$ cat src/design/spf_pkg.sv
`timescale 1ns / 1ps
// ----------------------------------------------------------------------------
// spf_pkg: shared constants and types for the SSH packet framer
// Sizes, limits, register indexes, result codes and the controller/datapath
// command and status bundles.
// ----------------------------------------------------------------------------
package spf_pkg;

	localparam int unsigned MAX_PAYLOAD = 32768;
	localparam int unsigned MIN_BLOCK   = 8;
	localparam int unsigned MIN_PADDING = 4;
	localparam int unsigned MAX_BLOCK   = 32;

	// 4-byte packet length plus 1-byte padding length
	localparam int unsigned HDR_BYTES = 5;

	localparam int unsigned LEN_W      = 16;
	localparam int unsigned BLK_W      = 6;
	localparam int unsigned CAP_W      = 16;
	localparam int unsigned PAD_W      = 6;
	localparam int unsigned BYTE_W     = 8;
	localparam int unsigned STAT_W     = 2;
	localparam int unsigned CFG_IDX_W  = 1;
	localparam int unsigned CFG_DATA_W = 16;
	localparam int unsigned DIV_CNT_W  = $clog2(LEN_W);
	localparam int unsigned HDR_CNT_W  = $clog2(HDR_BYTES);
	localparam int unsigned PLEN_W     = 32;

	localparam logic [CFG_IDX_W-1:0] REG_BLOCK_SIZE      = 1'd0;
	localparam logic [CFG_IDX_W-1:0] REG_OUTPUT_CAPACITY = 1'd1;

	localparam logic ACT_START = 1'b0;
	localparam logic ACT_DATA  = 1'b1;

	localparam logic [STAT_W-1:0] STATUS_OK        = 2'd0;
	localparam logic [STAT_W-1:0] STATUS_TOO_LARGE = 2'd1;
	localparam logic [STAT_W-1:0] STATUS_CAP_SMALL = 2'd2;

	typedef logic [2:0] out_sel_t;

	localparam out_sel_t SEL_ERR_LARGE = 3'd0;
	localparam out_sel_t SEL_ERR_CAP   = 3'd1;
	localparam out_sel_t SEL_HDR       = 3'd2;
	localparam out_sel_t SEL_DATA      = 3'd3;
	localparam out_sel_t SEL_PAD       = 3'd4;

	typedef struct packed {
		logic     load;
		logic     div_step;
		logic     pad_init;
		logic     pad_add;
		logic     emit;
		out_sel_t sel;
	} spf_cmd_t;

	typedef struct packed {
		logic out_free;
		logic len_big;
		logic div_last;
		logic pad_small;
		logic cap_err;
		logic hdr_last;
		logic len_zero;
		logic pad_zero;
		logic data_last;
		logic pad_last;
	} spf_sts_t;

endpackage

$ cat src/design/spf_in_if.sv
`timescale 1ns / 1ps
// ----------------------------------------------------------------------------
// spf_in_if: input channel of the SSH packet framer
// Start items and payload byte items, valid/ready handshake.
// ----------------------------------------------------------------------------
interface spf_in_if;
	logic                         valid;
	logic                         ready;
	logic                         action;
	logic [spf_pkg::LEN_W-1:0]    payload_length;
	logic [spf_pkg::BYTE_W-1:0]   data_byte;

	modport source (output valid, output action, output payload_length,
		output data_byte, input ready);
	modport sink (input valid, input action, input payload_length,
		input data_byte, output ready);
endinterface

$ cat src/design/spf_out_if.sv
`timescale 1ns / 1ps
// ----------------------------------------------------------------------------
// spf_out_if: output channel of the SSH packet framer
// One encoded byte or one error result per word, valid/ready handshake.
// ----------------------------------------------------------------------------
interface spf_out_if;
	logic                         valid;
	logic                         ready;
	logic [spf_pkg::BYTE_W-1:0]   out_byte;
	logic                         is_last;
	logic [spf_pkg::STAT_W-1:0]   status;

	modport source (output valid, output out_byte, output is_last,
		output status, input ready);
	modport sink (input valid, input out_byte, input is_last,
		input status, output ready);
endinterface

$ cat src/design/ssh_packet_framer.sv
`timescale 1ns / 1ps
// ----------------------------------------------------------------------------
// ssh_packet_framer: byte-serial SSH binary packet framer
// Frames a payload into an unencrypted SSH packet with zero padding.
// ----------------------------------------------------------------------------
// A start word carries the payload length; the framer then works out
// 5 + length modulo the block size in a bit-serial remainder unit, forms
// the padding, adding one block at a time to reach the minimum padding,
// and does the capacity check, before it sends the five header words
// (packet length big-endian, then padding length) at one per cycle.
// Payload byte words are then taken and echoed one per cycle; after the
// last one the zero padding words follow at one per cycle, during which
// no input is taken. A length above the payload limit or a packet too big
// for the output capacity gives a single error word. Output words sit in a
// one-word output register; a stalled output holds the framer.
module ssh_packet_framer (
	input  logic                               clk,
	input  logic                               arst_n,
	spf_in_if.sink                             in_ch,
	spf_out_if.source                          out_ch,
	input  logic                               cfg_we,
	input  logic [spf_pkg::CFG_IDX_W-1:0]      cfg_index,
	input  logic [spf_pkg::CFG_DATA_W-1:0]     cfg_data
);

	spf_pkg::spf_cmd_t cmd;
	spf_pkg::spf_sts_t sts;

	spf_ctrl u_ctrl (
		.clk       (clk),
		.arst_n    (arst_n),
		.in_valid  (in_ch.valid),
		.in_action (in_ch.action),
		.in_ready  (in_ch.ready),
		.sts       (sts),
		.cmd       (cmd)
	);

	spf_datapath u_datapath (
		.clk        (clk),
		.arst_n     (arst_n),
		.cmd        (cmd),
		.sts        (sts),
		.in_len     (in_ch.payload_length),
		.in_byte    (in_ch.data_byte),
		.cfg_we     (cfg_we),
		.cfg_index  (cfg_index),
		.cfg_data   (cfg_data),
		.out_ready  (out_ch.ready),
		.out_valid  (out_ch.valid),
		.out_byte   (out_ch.out_byte),
		.out_last   (out_ch.is_last),
		.out_status (out_ch.status)
	);

endmodule

$ cat src/design/spf_datapath.sv
`timescale 1ns / 1ps
// ----------------------------------------------------------------------------
// spf_datapath: framer datapath
// Config registers, bit-serial remainder unit, padding and counters, and the
// output word register.
// ----------------------------------------------------------------------------
module spf_datapath (
	input  logic                              clk,
	input  logic                              arst_n,
	input  spf_pkg::spf_cmd_t                 cmd,
	output spf_pkg::spf_sts_t                 sts,
	input  logic [spf_pkg::LEN_W-1:0]         in_len,
	input  logic [spf_pkg::BYTE_W-1:0]        in_byte,
	input  logic                              cfg_we,
	input  logic [spf_pkg::CFG_IDX_W-1:0]     cfg_index,
	input  logic [spf_pkg::CFG_DATA_W-1:0]    cfg_data,
	input  logic                              out_ready,
	output logic                              out_valid,
	output logic [spf_pkg::BYTE_W-1:0]        out_byte,
	output logic                              out_last,
	output logic [spf_pkg::STAT_W-1:0]        out_status
);

	logic [spf_pkg::BLK_W-1:0]     block_size_q;
	logic [spf_pkg::CAP_W-1:0]     capacity_q;
	logic [spf_pkg::BLK_W-1:0]     blk;

	logic [spf_pkg::LEN_W-1:0]     len_q;
	logic [spf_pkg::LEN_W-1:0]     dvd_q;
	logic [spf_pkg::BLK_W-1:0]     rem_q;
	logic [spf_pkg::DIV_CNT_W-1:0] div_cnt_q;
	logic [spf_pkg::PAD_W-1:0]     pad_q;
	logic [spf_pkg::LEN_W-1:0]     bytes_q;
	logic [spf_pkg::HDR_CNT_W-1:0] hdr_q;

	logic                          out_valid_q;
	logic [spf_pkg::BYTE_W-1:0]    out_byte_q;
	logic                          out_last_q;
	logic [spf_pkg::STAT_W-1:0]    out_status_q;

	logic [spf_pkg::BLK_W:0]       trial;
	logic [spf_pkg::BLK_W-1:0]     rem_d;
	logic [spf_pkg::LEN_W:0]       total;
	logic [spf_pkg::PLEN_W-1:0]    plen;
	logic [spf_pkg::BYTE_W-1:0]    hdr_byte;
	logic [spf_pkg::BYTE_W-1:0]    nxt_byte;
	logic                          nxt_last;
	logic [spf_pkg::STAT_W-1:0]    nxt_status;

	// configuration
	always_ff @(posedge clk or negedge arst_n) begin
		if (!arst_n) begin
			block_size_q <= spf_pkg::BLK_W'(8);
			capacity_q   <= {spf_pkg::CAP_W{1'b1}};
		end else if (cfg_we) begin
			case (cfg_index)
				spf_pkg::REG_BLOCK_SIZE:      block_size_q <= cfg_data[spf_pkg::BLK_W-1:0];
				spf_pkg::REG_OUTPUT_CAPACITY: capacity_q   <= cfg_data[spf_pkg::CAP_W-1:0];
				default: ;
			endcase
		end
	end

	always_comb begin
		if (block_size_q < spf_pkg::BLK_W'(spf_pkg::MIN_BLOCK))
			blk = spf_pkg::BLK_W'(spf_pkg::MIN_BLOCK);
		else if (block_size_q > spf_pkg::BLK_W'(spf_pkg::MAX_BLOCK))
			blk = spf_pkg::BLK_W'(spf_pkg::MAX_BLOCK);
		else
			blk = block_size_q;
	end

	// restoring remainder, one dividend bit per cycle, MSB first
	always_comb begin
		trial = {rem_q, dvd_q[spf_pkg::LEN_W-1]};
		if (trial >= {1'b0, blk})
			rem_d = spf_pkg::BLK_W'(trial - {1'b0, blk});
		else
			rem_d = trial[spf_pkg::BLK_W-1:0];
	end

	assign total = (spf_pkg::LEN_W+1)'(len_q) + (spf_pkg::LEN_W+1)'(pad_q)
		+ (spf_pkg::LEN_W+1)'(spf_pkg::HDR_BYTES);
	assign plen  = spf_pkg::PLEN_W'(len_q) + spf_pkg::PLEN_W'(pad_q) + spf_pkg::PLEN_W'(1);

	always_ff @(posedge clk) begin
		if (cmd.load) begin
			len_q     <= in_len;
			bytes_q   <= in_len;
			dvd_q     <= spf_pkg::LEN_W'(in_len + spf_pkg::LEN_W'(spf_pkg::HDR_BYTES));
			rem_q     <= '0;
			div_cnt_q <= '0;
			hdr_q     <= '0;
		end else begin
			if (cmd.div_step) begin
				rem_q     <= rem_d;
				dvd_q     <= {dvd_q[spf_pkg::LEN_W-2:0], 1'b0};
				div_cnt_q <= div_cnt_q + spf_pkg::DIV_CNT_W'(1);
			end
			if (cmd.emit && cmd.sel == spf_pkg::SEL_HDR)
				hdr_q <= hdr_q + spf_pkg::HDR_CNT_W'(1);
			if (cmd.emit && cmd.sel == spf_pkg::SEL_DATA)
				bytes_q <= bytes_q - spf_pkg::LEN_W'(1);
		end

		if (cmd.pad_init)
			pad_q <= (rem_q == '0) ? '0 : spf_pkg::PAD_W'(blk - rem_q);
		else if (cmd.pad_add)
			pad_q <= pad_q + spf_pkg::PAD_W'(blk);
		else if (cmd.emit && cmd.sel == spf_pkg::SEL_PAD)
			pad_q <= pad_q - spf_pkg::PAD_W'(1);
	end

	always_comb begin
		sts.out_free  = !out_valid_q || out_ready;
		sts.len_big   = in_len > spf_pkg::LEN_W'(spf_pkg::MAX_PAYLOAD);
		sts.div_last  = div_cnt_q == spf_pkg::DIV_CNT_W'(spf_pkg::LEN_W - 1);
		sts.pad_small = pad_q < spf_pkg::PAD_W'(spf_pkg::MIN_PADDING);
		sts.cap_err   = total > (spf_pkg::LEN_W+1)'(capacity_q);
		sts.hdr_last  = hdr_q == spf_pkg::HDR_CNT_W'(spf_pkg::HDR_BYTES - 1);
		sts.len_zero  = len_q == '0;
		sts.pad_zero  = pad_q == '0;
		sts.data_last = bytes_q == spf_pkg::LEN_W'(1);
		sts.pad_last  = pad_q == spf_pkg::PAD_W'(1);
	end

	always_comb begin
		case (hdr_q)
			spf_pkg::HDR_CNT_W'(0): hdr_byte = plen[31:24];
			spf_pkg::HDR_CNT_W'(1): hdr_byte = plen[23:16];
			spf_pkg::HDR_CNT_W'(2): hdr_byte = plen[15:8];
			spf_pkg::HDR_CNT_W'(3): hdr_byte = plen[7:0];
			default:                hdr_byte = spf_pkg::BYTE_W'(pad_q);
		endcase
	end

	always_comb begin
		nxt_byte   = '0;
		nxt_last   = 1'b0;
		nxt_status = spf_pkg::STATUS_OK;
		case (cmd.sel)
			spf_pkg::SEL_ERR_LARGE: begin
				nxt_last   = 1'b1;
				nxt_status = spf_pkg::STATUS_TOO_LARGE;
			end
			spf_pkg::SEL_ERR_CAP: begin
				nxt_last   = 1'b1;
				nxt_status = spf_pkg::STATUS_CAP_SMALL;
			end
			spf_pkg::SEL_HDR: begin
				nxt_byte = hdr_byte;
				nxt_last = sts.hdr_last && sts.len_zero && sts.pad_zero;
			end
			spf_pkg::SEL_DATA: begin
				nxt_byte = in_byte;
				nxt_last = sts.data_last && sts.pad_zero;
			end
			spf_pkg::SEL_PAD: begin
				nxt_last = sts.pad_last;
			end
			default: ;
		endcase
	end

	// output word register
	always_ff @(posedge clk or negedge arst_n) begin
		if (!arst_n)
			out_valid_q <= 1'b0;
		else if (cmd.emit)
			out_valid_q <= 1'b1;
		else if (out_ready)
			out_valid_q <= 1'b0;
	end

	always_ff @(posedge clk) begin
		if (cmd.emit) begin
			out_byte_q   <= nxt_byte;
			out_last_q   <= nxt_last;
			out_status_q <= nxt_status;
		end
	end

	assign out_valid  = out_valid_q;
	assign out_byte   = out_byte_q;
	assign out_last   = out_last_q;
	assign out_status = out_status_q;

endmodule

$ cat src/design/spf_ctrl.sv
`timescale 1ns / 1ps
// ----------------------------------------------------------------------------
// spf_ctrl: framer controller
// Sequences the remainder, padding, capacity check, header, payload and
// padding phases of one packet.
// ----------------------------------------------------------------------------
module spf_ctrl (
	input  logic              clk,
	input  logic              arst_n,
	input  logic              in_valid,
	input  logic              in_action,
	output logic              in_ready,
	input  spf_pkg::spf_sts_t sts,
	output spf_pkg::spf_cmd_t cmd
);

	localparam logic [2:0] S_IDLE = 3'd0;
	localparam logic [2:0] S_DIV  = 3'd1;
	localparam logic [2:0] S_PADI = 3'd2;
	localparam logic [2:0] S_PADF = 3'd3;
	localparam logic [2:0] S_CAP  = 3'd4;
	localparam logic [2:0] S_HDR  = 3'd5;
	localparam logic [2:0] S_DATA = 3'd6;
	localparam logic [2:0] S_PAD  = 3'd7;

	logic [2:0] state_q;
	logic [2:0] state_d;
	logic       accept;

	assign in_ready = (state_q == S_IDLE || state_q == S_DATA) && sts.out_free;
	assign accept   = in_valid && in_ready;

	always_comb begin
		state_d = state_q;
		cmd     = '0;
		cmd.sel = spf_pkg::SEL_PAD;
		case (state_q)
			S_IDLE, S_DATA: begin
				if (accept) begin
					if (in_action == spf_pkg::ACT_START) begin
						// a start abandons any packet in flight
						if (sts.len_big) begin
							cmd.emit = 1'b1;
							cmd.sel  = spf_pkg::SEL_ERR_LARGE;
							state_d  = S_IDLE;
						end else begin
							cmd.load = 1'b1;
							state_d  = S_DIV;
						end
					end else if (state_q == S_DATA) begin
						cmd.emit = 1'b1;
						cmd.sel  = spf_pkg::SEL_DATA;
						if (sts.data_last)
							state_d = sts.pad_zero ? S_IDLE : S_PAD;
					end
				end
			end
			S_DIV: begin
				cmd.div_step = 1'b1;
				if (sts.div_last)
					state_d = S_PADI;
			end
			S_PADI: begin
				cmd.pad_init = 1'b1;
				state_d      = S_PADF;
			end
			S_PADF: begin
				if (sts.pad_small)
					cmd.pad_add = 1'b1;
				else
					state_d = S_CAP;
			end
			S_CAP: begin
				if (sts.cap_err) begin
					if (sts.out_free) begin
						cmd.emit = 1'b1;
						cmd.sel  = spf_pkg::SEL_ERR_CAP;
						state_d  = S_IDLE;
					end
				end else begin
					state_d = S_HDR;
				end
			end
			S_HDR: begin
				if (sts.out_free) begin
					cmd.emit = 1'b1;
					cmd.sel  = spf_pkg::SEL_HDR;
					if (sts.hdr_last) begin
						if (!sts.len_zero)
							state_d = S_DATA;
						else
							state_d = sts.pad_zero ? S_IDLE : S_PAD;
					end
				end
			end
			S_PAD: begin
				if (sts.out_free) begin
					cmd.emit = 1'b1;
					cmd.sel  = spf_pkg::SEL_PAD;
					if (sts.pad_last)
						state_d = S_IDLE;
				end
			end
			default: state_d = S_IDLE;
		endcase
	end

	always_ff @(posedge clk or negedge arst_n) begin
		if (!arst_n)
			state_q <= S_IDLE;
		else
			state_q <= state_d;
	end

endmodule

$ cat src/flat_wrapper.sv
// flat-port wrapper written by rule: the top's interface ports become plain ports
module ssh_packet_framer_flat 
  (clk, arst_n, cfg_we, cfg_index, cfg_data, in_ch_valid, in_ch_action, in_ch_payload_length, in_ch_data_byte, in_ch_ready, out_ch_valid, out_ch_out_byte, out_ch_is_last, out_ch_status, out_ch_ready);
  spf_in_if in_ch_i ();
  spf_out_if out_ch_i ();
  input  logic clk;
  input  logic arst_n;
  input  logic cfg_we;
  input  logic [spf_pkg::CFG_IDX_W-1:0] cfg_index;
  input  logic [spf_pkg::CFG_DATA_W-1:0] cfg_data;
  input wire logic [$bits(in_ch_i.valid)-1:0] in_ch_valid;
  input wire logic [$bits(in_ch_i.action)-1:0] in_ch_action;
  input wire logic [$bits(in_ch_i.payload_length)-1:0] in_ch_payload_length;
  input wire logic [$bits(in_ch_i.data_byte)-1:0] in_ch_data_byte;
  output wire logic [$bits(in_ch_i.ready)-1:0] in_ch_ready;
  output wire logic [$bits(out_ch_i.valid)-1:0] out_ch_valid;
  output wire logic [$bits(out_ch_i.out_byte)-1:0] out_ch_out_byte;
  output wire logic [$bits(out_ch_i.is_last)-1:0] out_ch_is_last;
  output wire logic [$bits(out_ch_i.status)-1:0] out_ch_status;
  input wire logic [$bits(out_ch_i.ready)-1:0] out_ch_ready;
  assign in_ch_i.valid = in_ch_valid;
  assign in_ch_i.action = in_ch_action;
  assign in_ch_i.payload_length = in_ch_payload_length;
  assign in_ch_i.data_byte = in_ch_data_byte;
  assign in_ch_ready = in_ch_i.ready;
  assign out_ch_valid = out_ch_i.valid;
  assign out_ch_out_byte = out_ch_i.out_byte;
  assign out_ch_is_last = out_ch_i.is_last;
  assign out_ch_status = out_ch_i.status;
  assign out_ch_i.ready = out_ch_ready;
  ssh_packet_framer u_core (.clk(clk), .arst_n(arst_n), .in_ch(in_ch_i), .out_ch(out_ch_i), .cfg_we(cfg_we), .cfg_index(cfg_index), .cfg_data(cfg_data));
endmodule
$ cat config.mk
export PLATFORM = sky130hd
export DESIGN_NAME = ssh_packet_framer_flat
export DESIGN_NICKNAME = d
export VERILOG_FILES = /design/src/design/spf_pkg.sv /design/src/design/spf_in_if.sv /design/src/design/spf_out_if.sv /design/src/design/ssh_packet_framer.sv /design/src/design/spf_datapath.sv /design/src/design/spf_ctrl.sv /design/src/flat_wrapper.sv
export SDC_FILE = /design/constraint.sdc
export NUM_CORES = 1
export LEC_CHECK = 0
export ABC_AREA = 1
export BUFFER_PORTS_ARGS = -buffer_cell sky130_fd_sc_hd__buf_4
export CELL_PAD_IN_SITES_DETAIL_PLACEMENT = 1
export CELL_PAD_IN_SITES_GLOBAL_PLACEMENT = 1
export CORE_MARGIN = 1.5
export CORE_UTILIZATION = 46
export CTS_CLUSTER_DIAMETER = 200
export DETAILED_ROUTE_END_ITERATION = 8
export GPL_ROUTABILITY_DRIVEN = 1
export PLACE_DENSITY_LB_ADDON = 0.1
export RECOVER_POWER = 25
export SYNTH_ARGS = -nofsm -noshare
export SYNTH_HDL_FRONTEND = slang
export SYNTH_SLANG_ARGS = --single-unit
$ cat constraint.sdc
create_clock -name clk -period 5.4 [get_ports clk]
set_clock_uncertainty 0.05 [all_clocks]
set_input_delay 0.27 -clock clk [delete_from_list [all_inputs] [get_ports clk]]
set_output_delay 0.27 -clock clk [all_outputs]
set_load 0.01 [all_outputs]
# After elaboration in Yosys (flattened, before gate mapping)
# Cells that the tools add are included.
dict set report totals {
  regBits 104
  inputBits 47
  out_inout_bits 13
  elab_cells 137
}
dict set report classes {
  n_addsub 12
  magnitude_cmp 6
  n_eq_ne 28
  mux 50
  bitwise_logic 1
  n_reduce_logical 26
}
# operator count
set ops {}
lappend ops {{$mux W16} 4}
lappend ops {{$mux W3} 14}
lappend ops {{$mux W6} 7}
lappend ops {{$add A16 B6 Y17} 2}
lappend ops {{$mux W4} 8}
lappend ops {{$pmux W8 S4} 1}
lappend ops {{$pmux W3 S7} 1}
lappend ops {{$add A17 B1 Y18 const B} 1}
lappend ops {{$eq A3 B2 Y1 const B} 6}
lappend ops {{$eq A3 B3 Y1 const B} 6}
lappend ops {{$add A17 B3 Y17 const B} 1}
lappend ops {{$gt A17 B16 Y1} 1}
lappend ops {{$add A16 B3 Y16 const B} 1}
lappend ops {{$eq A16 B1 Y1 const B} 1}
lappend ops {{$gt A16 B16 Y1 const B} 1}
lappend ops {{$logic_not A16 Y1} 1}
lappend ops {{$pmux W4 S4} 1}
lappend ops {{$pmux W8 S2} 1}
lappend ops {{$sub A16 B1 Y16 const B} 1}
lappend ops {{$logic_not A6 Y1} 2}
lappend ops {{$sub A6 B6 Y6} 2}
lappend ops {{$mux W1} 11}
lappend ops {{$ne A2 B2 Y1 const B} 5}
lappend ops {{$reduce_and A10 Y1} 1}
lappend ops {{24 further kinds} 43}

# Longest topological paths before layout
dict set report depth {
  ltp_word 11
  ltp_mapped 27
  mapped_depth_nobuf 27
}

# Modules after synthesis
# From an unflattened synthesis, not the netlist that was laid out.
dict set report unflattened {
  hier_cells 1015
  hier_area_um2 7752.4
}
# module instances cells_per_inst area_each_um2 seq_area_each_um2
set by_module_without_submodules {}
lappend by_module_without_submodules {spf_datapath 1 921 7176.9 2808.9}
lappend by_module_without_submodules {spf_ctrl 1 94 575.6 75.1}

# Worst setup path before layout
# OpenSTA, ideal clock, no wires.
dict set report synth_timing {
  path_kind {register -> register}
  from {register u_core.u_datapath.pad_q[4] (netlist name)}
  to {register u_core.u_datapath.out_byte_q, in the netlist u_core.u_datapath.out_byte[0] (enable)}
  setup_ns 0.392
  arrival_time_ns 3.314
  path_slack_ns 1.644
  path_stages_with_launch 23
  n_path_buf 0
  synth_period_minus_slack_ns 3.756
  path_cell_list {edfxtp_1 -> ha_1 -> inv_1 -> fa_1 -> inv_1 -> nand2_1 -> nand2_1 -> a21oi_1 -> a21oi_1 -> xor2_1 -> inv_1 -> ha_1 -> a21o_1 -> nor2_1 -> nand3_1 -> nand2_1 -> nand2_1 -> nand2_1 -> nand2_1 -> nand2_1 -> nand2_1 -> nand3_1 -> nand4_1}
}
# item line
set synth_lines {}
lappend synth_lines {{start, declared} spf_datapath.sv:32} ;# logic [spf_pkg::PAD_W-1:0] pad_q;
lappend synth_lines {{start signal, assigned} spf_datapath.sv:107} ;# pad_q <= (rem_q == '0) ? '0 : spf_pkg::PAD_W'(blk - rem_q);
lappend synth_lines {{start signal, assigned} spf_datapath.sv:109} ;# pad_q <= pad_q + spf_pkg::PAD_W'(blk);
lappend synth_lines {{start signal, assigned} spf_datapath.sv:111} ;# pad_q <= pad_q - spf_pkg::PAD_W'(1);
lappend synth_lines {{end signal, assigned} spf_datapath.sv:177} ;# out_byte_q <= nxt_byte;
lappend synth_lines {{end, declared} spf_datapath.sv:37} ;# logic [spf_pkg::BYTE_W-1:0] out_byte_q;

==> metrics.csv <==
stage,metric,value,unit
grt,vias in the first global route,6405,
status,outcome,finished with violations,
floorplan,# rows,46,
finish,number of antenna repair diodes,0,
grt,gr usage total,0.261,
sta,final-report max-slew violation count,27,
setup_path,path type of the worst setup path,reg2reg,
power_and_ir_drop,total power density per cell area,483,nW/um^2
sta,Hold Slack,94.2,ps
status,violated checks,"capacitance limit, slew limit",
worst_hold_path,Hold Crit Class,in2reg,
synthesis,area of the mapped netlist,7380,um^2
clock_network,Clock Root Buffer,sky130_fd_sc_hd__clkbuf_16,
finish,finished layout cell area,8280,um^2
drt,detailed-routing iteration count for the pre-antenna-repair pass,4,
grt,global-route wire length before repair,33500,um
clock_network,H-tree level count,3,
power_and_ir_drop,leakage power figure,3.84,nW
finish,proportion of layout cells with a drive suffix above 1,0.110,
synthesis,proportion of register bits with asynchronous set or reset after synthesis,0.250,
placement,Final HPWL DP,16600,um
setup_path,CP endpoint kind,flip-flop,
setup_path,kind of start point of the critical path,flip-flop,
setup_path,endpoint arrival time on the critical path,4370,ps
synthesis,"FF+latch count, synth",104,
flow_run,total of max-cap violations,1,
setup_path,crit-path leading delay family,simple AND/OR/NAND/NOR gates,
drt,number of DRC violations after detailed-routing iteration 0,396,
grt,pin count of the biggest net entering global routing,56,
sta,Setup TNS Final,0,ps
synthesis,yosys warns,0,
finish,Final Core Density,0.525,
drt,via count of the routed design,6337,
sta,final worst setup slack,886,ps
floorplan,total I/O pin count,60,
sta,period utilisation layout,0.836,
drt,total wire length after detailed routing,20800,um
synthesis,fraction of the yosys area taken by sequential cells,0.391,
placement,placer's final routability congestion estimate,0.886,
clock_network,TritonCTS clock tree,built,
setup_path,crit path max-delay cell type,sky130_fd_sc_hd__nand4_1,
grt,GR met1 Demand/Resource,0.357,
synthesis,average cell area after synthesis,7.98,um^2
placement,Post-Place Worst Slack,911,ps
setup_path,CP dominant cell by count,sky130_fd_sc_hd__nand2_1,
floorplan,core box area,15800,um^2
placement,"Cell Area, Placed",8010,um^2
sta,actual transition at the worst max-transition pin,1560,ps
power_and_ir_drop,Worst VDD drop,0.318,mV
setup_path,"Critical Path, Cell by Cell",inv_1 > ha_1 > fa_1 > o21ai_0 > nand2_1 > nand2_1 > a21oi_1 > nor2_1 > nand2_1 > xor2_1 > inv_1 > ha_1 > nand2_1 > nor2_1 > nand4_1 > nand3_1 > nand4_1,
drt,post-route DRC violation count,0,
synthesis,post-synth net total,1036,
drt,routed wirelength normalized by instance count,17.3,um
clock_network,clock insertion delay at the later pin of the skew report,370,ps
sta,final hold violations,0,
sta,worst rel slew slack,-0.0399,
synthesis,leading area contributor after synthesis,sky130_fd_sc_hd__edfxtp_1,
clock_network,total clock buffers created by CTS,9,
grt,antenna violations before repair,1,
clock_network,number of buffers on the longest clock path,2,
finish,Filler Cells Inserted,2025,
synthesis,number of enable flip-flop cells after synthesis,65,
synthesis,main flop type after synthesis,sky130_fd_sc_hd__edfxtp_1,
synthesis,post-synthesis instance total,924,
grt,met3 capacity usage during global routing,0.0326,
setup_path,CP peak stage delay,570,ps
grt,total gr overflow,0,
floorplan,Initial Util,0.468,
grt,met2 Track Usage GR,0.426,
sta,unrepaired setup endpoints after global routing,no,
floorplan,die height,130,um
synthesis,Synth top area share,0.265,
clock_network,"CTS clk-pin slew, worst paths",80,ps
grt,Most Crowded Layer GR,met2,
sta,highest achievable clock rate,0.222,GHz
drt,number of antenna-violating nets in the routed design,0,
clock_network,number of setup buffers added after CTS,0,
setup_path,Buffers & Inverters on Critical Path,2,
floorplan,die area,16800,um^2
sta,final-report setup violation count,0,
placement,quantity of I/O buffers inserted on ports,59,
finish,nets,1093,
drt,ratio of routed vias to standard cells,5.27,
clock_network,number of sinks handled by clock tree synthesis,104,
floorplan,chip width,130,um
synthesis,main area contributors after synthesis,"sky130_fd_sc_hd__edfxtp_1 (26%), sky130_fd_sc_hd__ha_1 (9.7%), sky130_fd_sc_hd__nand2_1 (9.6%)",
setup_path,required time at the worst-slack endpoint,5260,ps
setup_path,maximum fanout encountered on the critical timing path,11,
synthesis,"Distinct cells, synth",54,
sta,shortest period the worst path allows,4510,ps
finish,"Area growth, synth to finish",12.2,%
-- worst paths after layout --
path	from	endpoint	slack [ps]	cells past startpoint
setup / recovery	u_core.u_datapath.pad_q[2]$_DFFE_PP_	u_core.u_datapath.out_byte[7]$_DFFE_PP_	890	17
hold reg to reg	u_core.u_datapath.capacity_q[10]$_DFFE_PN1P_	u_core.u_datapath.capacity_q[10]$_DFFE_PN1P_	430	2
max in group asynchronous	arst_n	u_core.u_datapath.block_size_q[1]$_DFFE_PN0P_	3620	2
setup reg to reg	u_core.u_datapath.pad_q[2]$_DFFE_PP_	u_core.u_datapath.out_byte[7]$_DFFE_PP_	890	17
hold / removal	cfg_data[15]	u_core.u_datapath.capacity_q[15]$_DFFE_PN1P_	90	3
min in group asynchronous	arst_n	u_core.u_datapath.block_size_q[5]$_DFFE_PN0P_	780	2
-- per-layer routing --
layer  vias up  routed length [um]
met5         -                   0
met4         0                 512
met3        30                 772
met2       120                9620
met1      3005                9870
li1       3182                   -
-- power by group --
group          switching, W  leakage (nW)  internal, W
registers          0.000167         0.999      0.00112
logic               0.00126          2.69     0.000718
clock network      0.000352         0.155     0.000376
total               0.00178          3.84      0.00222
-- cell type report --
| type | instances | area (um^2) | share of cell area |
|---|---|---|---|
| inverters | 147 | 554 | 0.0670 |
| multi-input cells | 657 | 3840 | 0.464 |
| clock inverters | 7 | 96.3 | 0.0116 |
| clock buffers | 9 | 225 | 0.0272 |
| flip-flops and latches | 104 | 2880 | 0.348 |
| repair buffers | 62 | 404 | 0.0488 |
| well taps | 216 | 270 | 0.0327 |
-- synth_stat cells, drive strengths merged (9+ instances only) --
master and count:
xnor2 9, ha 57, nand4 13, dfxtp 13
nand2 191, dfstp 17, inv 147, edfxtp 65
dfrtp 9, xor2 31, buf 12, a21oi 53
nand3 63, nor4 10, o21ai 79, nor2 85
nor3 20
-- state kept, by name, summed over array words and instances, names as in the netlist, 4 cells and up --
signal                          flops
u_core.u_datapath.rem_q             6
u_core.u_datapath.out_byte          8
u_core.u_datapath.len_q            16
u_core.u_datapath.capacity_q       16
u_core.u_datapath.pad_q             6
u_core.u_datapath.bytes_q          16
u_core.u_datapath.dvd_q            16
u_core.u_datapath.div_cnt_q         4
u_core.u_datapath.block_size_q      6
-- kinds of logic after synthesis --
kind of cell    count (synthesis)  share of synthesized area
simple gates                  395                      0.237
buf+inv                       163                     0.0882
compound gates                157                      0.118
flops                         104                      0.391
fa+ha+maj                      65                      0.118
xor+xnor                       40                     0.0475
-- metrics by stage --
step	total power [W]	instances
after floorplan	0.00268	924
after global placement	0.00320	1185
after detailed placement	0.00328	1185
after CTS	0.00403	1202
after global routing	0.00433	1202
final	0.00399	1202
-- worst reg2reg max path: cells and delay by family, from the launching register on --
kind            cells  cell delay, ps
buf+inv             2             240
compound gates      2             430
xor+xnor            1             140
fa+ha+maj           3            1050
simple gates        9            1670
flops               1             480
-- placed cells by master, fill, tap and decap left out, types with 16 or more instances in the layout --
master,synthesis,final
sky130_fd_sc_hd__clkbuf_1,3,17
sky130_fd_sc_hd__nor2_1,80,80
sky130_fd_sc_hd__ha_1,57,57
sky130_fd_sc_hd__buf_4,1,43
sky130_fd_sc_hd__xor2_1,31,31
sky130_fd_sc_hd__edfxtp_1,65,65
sky130_fd_sc_hd__o21ai_0,74,74
sky130_fd_sc_hd__nand2_1,188,188
sky130_fd_sc_hd__dfstp_2,17,16
sky130_fd_sc_hd__a21oi_1,53,53
sky130_fd_sc_hd__nand3_1,61,61
sky130_fd_sc_hd__nor3_1,18,18
sky130_fd_sc_hd__inv_1,140,140
-- what timing repair did --
| action | CTS | global route |
|---|---|---|
| endpoints found under the hold margin | 9 | 0 |
| endpoints found under the setup margin | 0 | 0 |
| hold buffers | 1 | 0 |
| resized for setup | 0 | 0 |
Note: power is estimated with default switching activity, not from simulation.
